--- src/rtl/rsd_pkg.sv ---
// package for the row standard deviation unit: widths, queue entry and link types
`timescale 1ns / 1ps

package rsd_pkg;

    localparam int SAMPLE_W     = 16;
    localparam int DEV_W        = 16;
    localparam int SUM_W        = 41;
    localparam int COUNT_W      = 11;
    localparam int SQ_W         = 31;
    localparam int ROOT_IN_W    = 32;
    localparam int SQRT_STEPS   = ROOT_IN_W / 2;
    localparam int MAX_SAMPLES_DEFAULT = 1024;
    localparam int QUEUE_DEPTH  = 4;
    localparam int Q_PTR_W      = $clog2(QUEUE_DEPTH);
    localparam int Q_FREE_W     = $clog2(QUEUE_DEPTH + 1);

    typedef struct packed {
        logic [SUM_W-1:0]   sum;
        logic [COUNT_W-1:0] count;
        logic               overflow;
    } t_row_sum;

    typedef struct packed {
        logic     valid;
        t_row_sum data;
    } t_q_push;

    typedef struct packed {
        logic     valid;
        t_row_sum data;
    } t_q_head;

endpackage

--- src/rtl/rsd_if.sv ---
// valid/ready channel interfaces for the sample input and the deviation result
`timescale 1ns / 1ps

interface rsd_in_if;
    import rsd_pkg::*;

    logic                       valid;
    logic                       ready;
    logic signed [SAMPLE_W-1:0] sample;
    logic signed [SAMPLE_W-1:0] row_mean;
    logic                       last;

    modport source (output valid, output sample, output row_mean, output last, input ready);
    modport sink   (input valid, input sample, input row_mean, input last, output ready);
endinterface

interface rsd_out_if;
    import rsd_pkg::*;

    logic             valid;
    logic             ready;
    logic [DEV_W-1:0] deviation;
    logic             overflow;

    modport source (output valid, output deviation, output overflow, input ready);
    modport sink   (input valid, input deviation, input overflow, output ready);
endinterface

--- src/rtl/rsd_front.sv ---
// front end: accepts samples, squares the saturated difference and accumulates per row
`timescale 1ns / 1ps

module rsd_front #(
    parameter int MAX_SAMPLES = rsd_pkg::MAX_SAMPLES_DEFAULT
) (
    input  logic                          i_clk,
    input  logic                          i_rst_n,
    rsd_in_if.sink                        i_in,
    input  logic [rsd_pkg::Q_FREE_W-1:0]  i_free,
    output rsd_pkg::t_q_push              o_push
);
    import rsd_pkg::*;

    logic                r_sq_valid;
    logic                r_sq_add;
    logic                r_sq_last;
    logic [SQ_W-1:0]     r_sq;
    logic [COUNT_W-1:0]  r_sq_count;
    logic                r_sq_ovf;
    logic [SUM_W-1:0]    r_sum;
    logic [COUNT_W-1:0]  r_count;
    logic                r_ovf;

    logic [COUNT_W-1:0]  n_count;
    logic                n_ovf;
    logic [SUM_W-1:0]    n_sum;

    logic                pending;
    logic                accept;
    logic                room;
    logic signed [SAMPLE_W:0]   diff;
    logic        [SAMPLE_W-1:0] sat;
    logic        [SAMPLE_W-1:0] mag;
    logic        [2*SAMPLE_W-1:0] sq;

    // a row end still in the square stage holds a queue slot it has not taken yet
    assign pending = r_sq_valid && r_sq_last;
    assign room    = i_free > Q_FREE_W'(pending);
    assign i_in.ready = room;
    assign accept  = i_in.valid && room;

    assign diff = {i_in.sample[SAMPLE_W-1], i_in.sample}
                - {i_in.row_mean[SAMPLE_W-1], i_in.row_mean};

    always_comb begin
        if (diff[SAMPLE_W] != diff[SAMPLE_W-1]) begin
            sat = diff[SAMPLE_W] ? {1'b1, {(SAMPLE_W-1){1'b0}}} : {1'b0, {(SAMPLE_W-1){1'b1}}};
        end else begin
            sat = diff[SAMPLE_W-1:0];
        end
        mag = sat[SAMPLE_W-1] ? (~sat + SAMPLE_W'(1)) : sat;
        sq  = mag * mag;
    end

    always_comb begin
        if (r_count < COUNT_W'(MAX_SAMPLES)) begin
            n_count = r_count + COUNT_W'(1);
            n_ovf   = r_ovf;
        end else begin
            n_count = r_count;
            n_ovf   = 1'b1;
        end
        n_sum = r_sq_add ? (r_sum + SUM_W'(r_sq)) : r_sum;
    end

    assign o_push.valid         = pending;
    assign o_push.data.sum      = n_sum;
    assign o_push.data.count    = r_sq_count;
    assign o_push.data.overflow = r_sq_ovf;

    always_ff @(posedge i_clk) begin
        if (!i_rst_n) begin
            r_sq_valid <= 1'b0;
            r_sum      <= '0;
            r_count    <= '0;
            r_ovf      <= 1'b0;
        end else begin
            r_sq_valid <= accept;
            if (accept) begin
                r_count <= i_in.last ? '0 : n_count;
                r_ovf   <= i_in.last ? 1'b0 : n_ovf;
            end
            if (r_sq_valid) begin
                r_sum <= r_sq_last ? '0 : n_sum;
            end
        end
    end

    always_ff @(posedge i_clk) begin
        if (accept) begin
            r_sq       <= sq[SQ_W-1:0];
            r_sq_add   <= r_count < COUNT_W'(MAX_SAMPLES);
            r_sq_last  <= i_in.last;
            r_sq_count <= n_count;
            r_sq_ovf   <= n_ovf;
        end
    end

endmodule

--- src/rtl/rsd_queue.sv ---
// short queue of finished row sums between front and back end
`timescale 1ns / 1ps

module rsd_queue (
    input  logic                          i_clk,
    input  logic                          i_rst_n,
    input  rsd_pkg::t_q_push              i_push,
    output logic [rsd_pkg::Q_FREE_W-1:0]  o_free,
    output rsd_pkg::t_q_head              o_head,
    input  logic                          i_pop
);
    import rsd_pkg::*;

    t_row_sum            mem [QUEUE_DEPTH];
    logic [Q_PTR_W-1:0]  r_wr;
    logic [Q_PTR_W-1:0]  r_rd;
    logic [Q_FREE_W-1:0] r_count;

    logic do_pop;

    assign do_pop       = i_pop && (r_count != '0);
    assign o_free       = Q_FREE_W'(QUEUE_DEPTH) - r_count;
    assign o_head.valid = r_count != '0;
    assign o_head.data  = mem[r_rd];

    always_ff @(posedge i_clk) begin
        if (!i_rst_n) begin
            r_wr    <= '0;
            r_rd    <= '0;
            r_count <= '0;
        end else begin
            if (i_push.valid) begin
                r_wr <= r_wr + Q_PTR_W'(1);
            end
            if (do_pop) begin
                r_rd <= r_rd + Q_PTR_W'(1);
            end
            r_count <= r_count + Q_FREE_W'(i_push.valid) - Q_FREE_W'(do_pop);
        end
    end

    always_ff @(posedge i_clk) begin
        if (i_push.valid) begin
            mem[r_wr] <= i_push.data;
        end
    end

endmodule

--- src/rtl/rsd_back.sv ---
// back end: bit-serial divide of the row sum by its count, then bit-pair square root
`timescale 1ns / 1ps

module rsd_back (
    input  logic              i_clk,
    input  logic              i_rst_n,
    input  rsd_pkg::t_q_head  i_head,
    output logic              o_pop,
    rsd_out_if.source         o_out
);
    import rsd_pkg::*;

    localparam int CNT_W = $clog2(SUM_W);

    typedef enum logic [1:0] {
        ST_IDLE,
        ST_DIV,
        ST_SQRT,
        ST_OUT
    } t_state;

    t_state              r_state;
    logic [CNT_W-1:0]    r_cnt;
    logic [SUM_W-1:0]    r_quo;
    logic [COUNT_W-1:0]  r_rem;
    logic [COUNT_W-1:0]  r_div;
    logic                r_ovf;
    logic [ROOT_IN_W-1:0] r_x;
    logic [ROOT_IN_W-1:0] r_res;
    logic [ROOT_IN_W-1:0] r_bit;
    logic                r_out_valid;
    logic [DEV_W-1:0]    r_dev;

    logic [COUNT_W:0]     rem_sh;
    logic                 q_bit;
    logic [COUNT_W-1:0]   n_rem;
    logic [SUM_W-1:0]     n_quo;
    logic [ROOT_IN_W-1:0] quo_sat;
    logic [ROOT_IN_W-1:0] trial;
    logic                 take;
    logic [ROOT_IN_W-1:0] n_x;
    logic [ROOT_IN_W-1:0] n_res;

    // restoring divide, one quotient bit a cycle
    always_comb begin
        rem_sh = {r_rem, r_quo[SUM_W-1]};
        q_bit  = rem_sh >= {1'b0, r_div};
        n_rem  = q_bit ? COUNT_W'(rem_sh - {1'b0, r_div}) : rem_sh[COUNT_W-1:0];
        n_quo  = {r_quo[SUM_W-2:0], q_bit};
        if (r_div == '0) begin
            quo_sat = '0;
        end else if (n_quo[SUM_W-1:ROOT_IN_W] != '0) begin
            quo_sat = '1;
        end else begin
            quo_sat = n_quo[ROOT_IN_W-1:0];
        end
    end

    always_comb begin
        trial = r_res + r_bit;
        take  = r_x >= trial;
        n_x   = take ? (r_x - trial) : r_x;
        n_res = take ? ((r_res >> 1) + r_bit) : (r_res >> 1);
    end

    assign o_pop           = (r_state == ST_IDLE) && i_head.valid;
    assign o_out.valid     = r_out_valid;
    assign o_out.deviation = r_dev;
    assign o_out.overflow  = r_ovf;

    always_ff @(posedge i_clk) begin
        if (!i_rst_n) begin
            r_state     <= ST_IDLE;
            r_out_valid <= 1'b0;
            r_cnt       <= '0;
        end else begin
            unique case (r_state)
                ST_IDLE: begin
                    if (i_head.valid) begin
                        r_quo   <= i_head.data.sum;
                        r_div   <= i_head.data.count;
                        r_ovf   <= i_head.data.overflow;
                        r_rem   <= '0;
                        r_cnt   <= '0;
                        r_state <= ST_DIV;
                    end
                end
                ST_DIV: begin
                    r_quo <= n_quo;
                    r_rem <= n_rem;
                    r_cnt <= r_cnt + CNT_W'(1);
                    if (r_cnt == CNT_W'(SUM_W - 1)) begin
                        r_x     <= quo_sat;
                        r_res   <= '0;
                        r_bit   <= ROOT_IN_W'(1) << (ROOT_IN_W - 2);
                        r_cnt   <= '0;
                        r_state <= ST_SQRT;
                    end
                end
                ST_SQRT: begin
                    r_x   <= n_x;
                    r_res <= n_res;
                    r_bit <= r_bit >> 2;
                    r_cnt <= r_cnt + CNT_W'(1);
                    if (r_cnt == CNT_W'(SQRT_STEPS - 1)) begin
                        r_dev       <= n_res[DEV_W-1:0];
                        r_out_valid <= 1'b1;
                        r_state     <= ST_OUT;
                    end
                end
                ST_OUT: begin
                    if (o_out.ready) begin
                        r_out_valid <= 1'b0;
                        r_state     <= ST_IDLE;
                    end
                end
                default: begin
                    r_state <= ST_IDLE;
                end
            endcase
        end
    end

endmodule

--- src/rtl/row_std_deviation_unit.sv ---
// top level of the row standard deviation unit: front end, row queue and divide/root back end
//
//  channel  dir  beat contents                         accepted when
//  i_in     in   sample, row_mean, last                i_in.valid && i_in.ready
//  o_out    out  deviation (unsigned Q8.8), overflow   o_out.valid && o_out.ready
//
// the front end takes one sample beat every cycle while the row queue has a free slot
// a row end's result passes through 1 square stage, the row queue, 41 divide steps
// and 16 root steps in the shared back end
// rows that end while the back end is busy wait in the four-entry queue; input stalls only when it fills
// a stalled result holds the back end, never the front end directly; reset is synchronous
`timescale 1ns / 1ps

module row_std_deviation_unit #(
    parameter int MAX_SAMPLES = rsd_pkg::MAX_SAMPLES_DEFAULT
) (
    input  logic      i_clk,
    input  logic      i_rst_n,
    rsd_in_if.sink    i_in,
    rsd_out_if.source o_out
);
    import rsd_pkg::*;

    t_q_push             push;
    t_q_head             head;
    logic [Q_FREE_W-1:0] free;
    logic                pop;

    rsd_front #(
        .MAX_SAMPLES (MAX_SAMPLES)
    ) u_front (
        .i_clk   (i_clk),
        .i_rst_n (i_rst_n),
        .i_in    (i_in),
        .i_free  (free),
        .o_push  (push)
    );

    rsd_queue u_queue (
        .i_clk   (i_clk),
        .i_rst_n (i_rst_n),
        .i_push  (push),
        .o_free  (free),
        .o_head  (head),
        .i_pop   (pop)
    );

    rsd_back u_back (
        .i_clk   (i_clk),
        .i_rst_n (i_rst_n),
        .i_head  (head),
        .o_pop   (pop),
        .o_out   (o_out)
    );

endmodule
--- src/flat_wrapper.sv ---
// flat-port wrapper written by rule: the top's interface ports become plain ports
module row_std_deviation_unit_flat import rsd_pkg::*;
#(
    parameter int MAX_SAMPLES = rsd_pkg::MAX_SAMPLES_DEFAULT
)
  (i_clk, i_rst_n, i_in_valid, i_in_sample, i_in_row_mean, i_in_last, i_in_ready, o_out_valid, o_out_deviation, o_out_overflow, o_out_ready);
  rsd_in_if i_in_i ();
  rsd_out_if o_out_i ();
  input  logic i_clk;
  input  logic i_rst_n;
  input wire logic [$bits(i_in_i.valid)-1:0] i_in_valid;
  input wire logic [$bits(i_in_i.sample)-1:0] i_in_sample;
  input wire logic [$bits(i_in_i.row_mean)-1:0] i_in_row_mean;
  input wire logic [$bits(i_in_i.last)-1:0] i_in_last;
  output wire logic [$bits(i_in_i.ready)-1:0] i_in_ready;
  output wire logic [$bits(o_out_i.valid)-1:0] o_out_valid;
  output wire logic [$bits(o_out_i.deviation)-1:0] o_out_deviation;
  output wire logic [$bits(o_out_i.overflow)-1:0] o_out_overflow;
  input wire logic [$bits(o_out_i.ready)-1:0] o_out_ready;
  assign i_in_i.valid = i_in_valid;
  assign i_in_i.sample = i_in_sample;
  assign i_in_i.row_mean = i_in_row_mean;
  assign i_in_i.last = i_in_last;
  assign i_in_ready = i_in_i.ready;
  assign o_out_valid = o_out_i.valid;
  assign o_out_deviation = o_out_i.deviation;
  assign o_out_overflow = o_out_i.overflow;
  assign o_out_i.ready = o_out_ready;
  row_std_deviation_unit #(.MAX_SAMPLES(MAX_SAMPLES)) u_core (.i_clk(i_clk), .i_rst_n(i_rst_n), .i_in(i_in_i), .o_out(o_out_i));
endmodule
--- config.mk ---
export PLATFORM = sky130hd
export DESIGN_NAME = row_std_deviation_unit_flat
export DESIGN_NICKNAME = d
export VERILOG_FILES = /design/src/rtl/rsd_pkg.sv /design/src/rtl/rsd_if.sv /design/src/rtl/rsd_front.sv /design/src/rtl/rsd_queue.sv /design/src/rtl/rsd_back.sv /design/src/rtl/row_std_deviation_unit.sv /design/src/flat_wrapper.sv
export SDC_FILE = /design/constraint.sdc
export NUM_CORES = 1
export LEC_CHECK = 0
export BUFFER_PORTS_ARGS = -buffer_cell sky130_fd_sc_hd__clkbuf_2
export CAP_MARGIN = 30
export CELL_PAD_IN_SITES_DETAIL_PLACEMENT = 0
export CELL_PAD_IN_SITES_GLOBAL_PLACEMENT = 1
export CORE_MARGIN = 2
export CORE_UTILIZATION = 56
export CTS_CLUSTER_SIZE = 10
export DETAILED_ROUTE_END_ITERATION = 10
export PLACE_DENSITY = 0.91
export SLEW_MARGIN = 20
export SYNTH_ARGS = -nofsm -noshare
export SYNTH_HDL_FRONTEND = slang
export SYNTH_SLANG_ARGS = --single-unit
--- constraint.sdc ---
create_clock -name i_clk -period 31.2 [get_ports i_clk]
set_clock_uncertainty 0.15 [all_clocks]
set_input_delay 3.12 -clock i_clk [delete_from_list [all_inputs] [get_ports i_clk]]
set_output_delay 3.12 -clock i_clk [all_outputs]
set_load 0.005 [all_outputs]
==> impl_metrics.toml, run 1 <==
[run_status]
status = "finished clean"

[timing]
setup_viol = 0
fmax_mhz = 73.7
finalCritPeriodShare = 0.435
rsz0062_at_grt = "false"
tightest_slew_ns = 0.903
hold_violations = 0
timing.hold.ws_ns = 0.346
period_needed_ns = 13.57
slew_viol_final = 0
tns_ns = 0
slew_headroom = 0.396

[routing]
first_pass_iters = 5
viasPerCell = 5.83
drc = 0
wl_per_cell_um = 18.1
num_vias = 22700
drt_iter0_drc = 1337
ant_nets = 0
wirelength_mm = 70.3

[clock_network]
insertion_delay_ns = 0.60
h-tree-depth = 2
cts_resized = 0
path_clk_slew_ns = 0.05
clock_sinks = 488
cts_buffer_depth = 3
cts_buffers = 55
cts_hold_buf = 0
cts_tree = "yes"
root_buffer = "clkbuf_16"
cts_setup_buffers = 0

[synth]
synthesis.area_mm2 = 0.0329
yosysUniqueCellTypes = 96
ys_seq_elements = 488
async_flop_share = 0
synth-compound-area-share = 0.126
synth_edf_count = 416
yosys.area_share.adder = 0.191
synthFlopType = "edfxtp_1"
syn_avg_cell_area_um2 = 10.9
ys_warn_count = 0
ys_seq_area_frac = 0.424
synthXorXnorAreaFrac = 0.0497
syn_inst = 3023
synthMuxAreaShare = 0.0487
synthSimpleGateAreaFrac = 0.111
synth_top_family_by_area = "adder cells"

[setup_path]
crit_required_ns = 31.38
critPathKind = "in2reg"
cp_max_fo = 13
crit_family = "compound AO/OA/AOI/OAI gates"
path_buf_inv = 7
worst_path_most_repeated_cell = "fa_1"
cp-end-kind = "flop"
cpPeakStageDelay_ns = 0.73
cp.arrival_ns = 13.75
startpoint_type = "input port"
crit_slowest_cell = "a22oi_2"

[floorplanning]
row_count = 88
start_util = 0.568
die_x_um = 246
core_mm2 = 0.0579
ioPinCount = 56
die_h_um = 246
dieArea_mm2 = 0.0607

[layout]
final_common_cell = "edfxtp_1"
num-fill-cells = 4573
nets = 3516
final_area_mm2 = 0.0356
post-route-util = 0.615
area_growth_pct = 8.40
drive_gt1_frac = 0.0920
n_antenna_cell = 0
final_cell_mix = "edfxtp_1, nand2_1, inv_1"

[global_route]
antenna_found_initial = 0
grt_pass1_vias = 23700
grt_max_degree = 57
grt_use_total = 0.237
grt-ovfl-total = 0
grt_pass1_wl_mm = 117

[place]
hpwl_mm = 51.0
port_buffers = 55
placed_cell_area_mm2 = 0.0340
place_congestion = 0.907

[run]
drv_cap = 0

[worst_hold_path]
hold_path.class = "reg2reg"
## worst reg2reg max path: cells and delay by family, from the launching register on
kind                     cells  cell delay, ns
adder cells (fa/ha/maj)      2            0.71
multiplexers                 1            0.30
buffers and inverters        1            0.35
AND/OR/NAND/NOR              4            1.06
flip-flops                   1            0.45
XOR/XNOR                     1            0.23
AO/OA/AOI/OAI               11            2.57
## flip-flops by register name, indices dropped and copies added (netlist names), 2 cells and up, named ones only
name / flops
u_core.u_queue.mem: 212
u_core.u_back.r_quo: 41
u_core.u_front.r_sum: 41
u_core.u_back.r_res: 32
u_core.u_back.r_x: 32
u_core.u_front.r_sq: 30
u_core.u_back.o_out.deviation: 16
u_core.u_back.r_bit: 16
u_core.u_back.r_div: 11
u_core.u_back.r_rem: 11
u_core.u_front.r_count: 11
u_core.u_front.r_sq_count: 11
u_core.u_back.r_cnt: 6
u_core.u_queue.r_count: 3
u_core.u_back.r_state: 2
u_core.u_queue.r_rd: 2
u_core.u_queue.r_wr: 2
## cell usage after synthesis, types with 15 or more instances
master / n / share of area
a211oi_1: 18 / 0.0041
a21o_1: 50 / 0.011
a21oi_1: 152 / 0.023
a22oi_1: 19 / 0.0043
a31oi_1: 41 / 0.0078
and2_1: 63 / 0.012
and3_1: 29 / 0.0055
buf_2: 15 / 0.0023
clkbuf_1: 80 / 0.0091
dfxtp_1: 72 / 0.044
edfxtp_1: 416 / 0.38
fa_1: 167 / 0.10
ha_1: 235 / 0.089
inv_1: 311 / 0.036
mux2_2: 29 / 0.0099
mux4_2: 53 / 0.036
nand2_1: 335 / 0.038
nand3_1: 40 / 0.0061
nand4_1: 21 / 0.0040
nor2_1: 198 / 0.023
nor2b_1: 23 / 0.0044
nor3_1: 26 / 0.0040
o21a_1: 32 / 0.0073
o21ai_0: 162 / 0.025
o21bai_1: 24 / 0.0055
o31ai_1: 15 / 0.0034
xnor2_1: 105 / 0.028
xor2_1: 79 / 0.021
## cells by family after synthesis
family	Yosys count
adder cells (fa/ha/maj)	402
multiplexers	90
flip-flops	488
AO/OA/AOI/OAI	634
buffers and inverters	419
XOR/XNOR	185
other	2
AND/OR/NAND/NOR	803
## worst paths after layout
path	startpoint	endpoint	slack, ns	cells after the start
setup reg to reg	u_core.u_back.r_res[2]$_SDFFCE_PN0P_	u_core.u_back.r_res[14]$_SDFFCE_PN0P_	25.14	20
setup / recovery	i_in_sample[0]	u_core.u_front.r_sq[30]$_DFFE_PP_	17.63	36
hold reg to reg	u_core.u_front.r_ovf$_SDFFE_PN0P_	u_core.u_front.r_ovf$_SDFFE_PN0P_	0.35	2
hold / removal	u_core.u_front.r_ovf$_SDFFE_PN0P_	u_core.u_front.r_ovf$_SDFFE_PN0P_	0.35	2
## metrics by stage
stage          setup slack (ns)  cells
2_1_floorplan             18.50   3032
3_3_place_gp              17.40   3781
3_5_place_dp              17.05   3783
4_1_cts                   17.69   3881
5_1_grt                   16.99   3883
6_report                  17.63   3883
## layer usage
| layer | global-route usage | routed length (um) | vias to the layer above |
|---|---|---|---|
| met5 | 0 | 0 | - |
| met1 | 0.298 | 29700 | 11100 |
| li1 | - | - | 10800 |
| met4 | 0.0886 | 2120 | 0 |
| met3 | 0.0269 | 3140 | 152 |
| met2 | 0.421 | 35400 | 604 |
## cell type report
type	count	area, um^2	area share
Clock inverter	4	80.1	0.00225
Tap cell	765	957	0.0269
Timing Repair Buffer	88	536	0.0150
Clock buffer	94	1530	0.0430
Inverter	319	1200	0.0336
Multi-Input combinational cell	2125	17400	0.488
Sequential cell	488	13900	0.391
Power of run 1 is left out: the tool's default activity adds up to more than one toggle a clock period on the data nets, which glitch-free logic cannot reach.
==> inputs of run 2 (changes only) <==
- CORE_UTILIZATION: 56 -> 52
- PLACE_DENSITY: 0.91 -> 0.86
- clock period: 31.2 -> 12.61 ns (I/O delays scaled with it)
==> run 2 against run 1 <==
  * Non-clock buffer count increased by 1
  * Worst setup slack got worse by 16 ns
  * Design area increased by 0.29%
  * Wire length increased by 2.2%
  * Worst hold slack improved by 0.0035 ns
==> impl_metrics.toml, run 2 (synthesis gave the netlist of run 1 again) <==
[timing]
tightest_slew_ns = 0.978
finalCritPeriodShare = 0.898
setup_viol = 0
rsz0062_at_grt = "false"
period_needed_ns = 11.33
tns_ns = 0
hold_violations = 0
slew_headroom = 0.348
fmax_mhz = 88.3
slew_viol_final = 0

[routing]
wl_per_cell_um = 18.1
num_vias = 22400
drc = 0
ant_nets = 0
wirelength_mm = 71.8
viasPerCell = 5.66
drt_iter0_drc = 1451
first_pass_iters = 5

[global_route]
grt_max_degree = 57
antenna_found_initial = 0
grt-ovfl-total = 0
grt_use_total = 0.221
grt_pass1_wl_mm = 119
grt_pass1_vias = 23600

[floorplanning]
dieArea_mm2 = 0.0653
ioPinCount = 56
die_h_um = 255
start_util = 0.524
core_mm2 = 0.0627
die_x_um = 255
row_count = 92

[layout]
multi_input_area_mm2 = 0.0174
regArea_mm2 = 0.0139
num-fill-cells = 5171
final_common_cell = "edfxtp_1"
area_growth_pct = 8.71
drive_gt1_frac = 0.0937
final_cell_mix = "edfxtp_1, nand2_1, inv_1"
top_register = "u_core.u_queue.mem"
layout.cells.non_filler = 3963
largestRegisters = "u_core.u_queue.mem x212, u_core.u_back.r_quo x41, u_core.u_front.r_sum x41"
final_area_mm2 = 0.0357
largest_reg_flops = 212
nets = 3517
n_antenna_cell = 0

[setup_path]
r2r_slack_ns = 6.75
cpPeakStageDelay_ns = 0.57
r2r-end = "u_core.u_back.r_x[30]$_DFFE_PP_"
critPathKind = "in2reg"
startpoint = "i_in_sample[0]"
worst_path_most_repeated_cell = "fa_1"
cp_max_fo = 13
crit_required_ns = 12.81
cp.arrival_ns = 11.53
regToRegStartpoint = "u_core.u_back.r_res[2]$_SDFFCE_PN0P_"
reg2reg_depth = 20
worstSetupEndpoint = "u_core.u_front.r_sq[30]$_DFFE_PP_"
startpoint_type = "input port"
cp-end-kind = "flop"
crit_slowest_cell = "fa_1"

[clock_network]
cts_resized = 0
cts_buffers = 55
path_clk_slew_ns = 0.05
clock_sinks = 488
cts_hold_buf = 0
cts_setup_buffers = 0
cts_tree = "yes"
insertion_delay_ns = 0.63
h-tree-depth = 2
cts_buffer_depth = 3
root_buffer = "clkbuf_16"

[place]
placed_cell_area_mm2 = 0.0341
port_buffers = 55
hpwl_mm = 51.2
place_inst = 3866
place_congestion = 0.921

[worst_hold_path]
hold_path.class = "reg2reg"

[run_status]
status = "finished clean"

[run]
drv_cap = 0
run 2: cell count changes in the layout (fill, tap and decap cells not counted), sizes merged:
cell	previous run	this run
buf	31	32
clkbuf	150	146
clkinv	7	8
inv	316	317
run 2: cell type report:
| cell class | count | share of cell area |
|---|---|---|
| clock buffer | 90 | 0.0425 |
| timing repair buffer | 89 | 0.0149 |
| multi-input combinational | 2125 | 0.487 |
| clock inverter | 6 | 0.00263 |
| inverter | 319 | 0.0335 |
| sequential | 488 | 0.390 |
| tap | 846 | 0.0296 |
run 2: through the flow:
step                setup WS, ns  utilization  hold WS, ns
global route               0.627        0.570        0.369
finish                      1.28        0.570        0.350
global placement           0.876        0.544        0.308
detailed placement         0.675        0.544        0.340
floorplan                   1.77            -        0.295
CTS                         1.31        0.570        0.348
run 2: critical path, delay by kind of cell:
family          cells  cell delay (ns)
fa+ha+maj          10             4.16
mux                 1             0.16
xor+xnor            1             0.39
buf+inv             7             0.60
simple gates        3             0.39
compound gates     16             4.52
run 2: metal layers:
layer	part of all wire	vias up	GRT usage
met4	0.023	0	0.0601
met1	0.43	11000	0.282
met5	0	-	0
li1	-	10800	-
met3	0.040	120	0.0251
met2	0.51	542	0.399
run 2: how the worst min path moves through the flow:
stage                                      startpoint                               endpoint  slack (ns)  cells after the start
2_1_floorplan       u_core.u_front.r_ovf$_SDFFE_PN0P_      u_core.u_front.r_ovf$_SDFFE_PN0P_        0.29                      2
3_3_place_gp        u_core.u_front.r_ovf$_SDFFE_PN0P_      u_core.u_front.r_ovf$_SDFFE_PN0P_        0.31                      2
3_5_place_dp    u_core.u_front.r_sum[16]$_SDFFE_PN0P_  u_core.u_front.r_sum[16]$_SDFFE_PN0P_        0.34                      1
4_1_cts           u_core.u_queue.r_wr[1]$_SDFFE_PN0P_    u_core.u_queue.r_wr[1]$_SDFFE_PN0P_        0.35                      2
5_1_grt        u_core.u_front.r_sq_count[3]$_DFFE_PP_     u_core.u_queue.mem[3][4]$_DFFE_PP_        0.37                      0
6_report        u_core.u_front.r_sum[29]$_SDFFE_PN0P_  u_core.u_front.r_sum[29]$_SDFFE_PN0P_        0.35                      1
Power of run 2 is left out for the same reason.
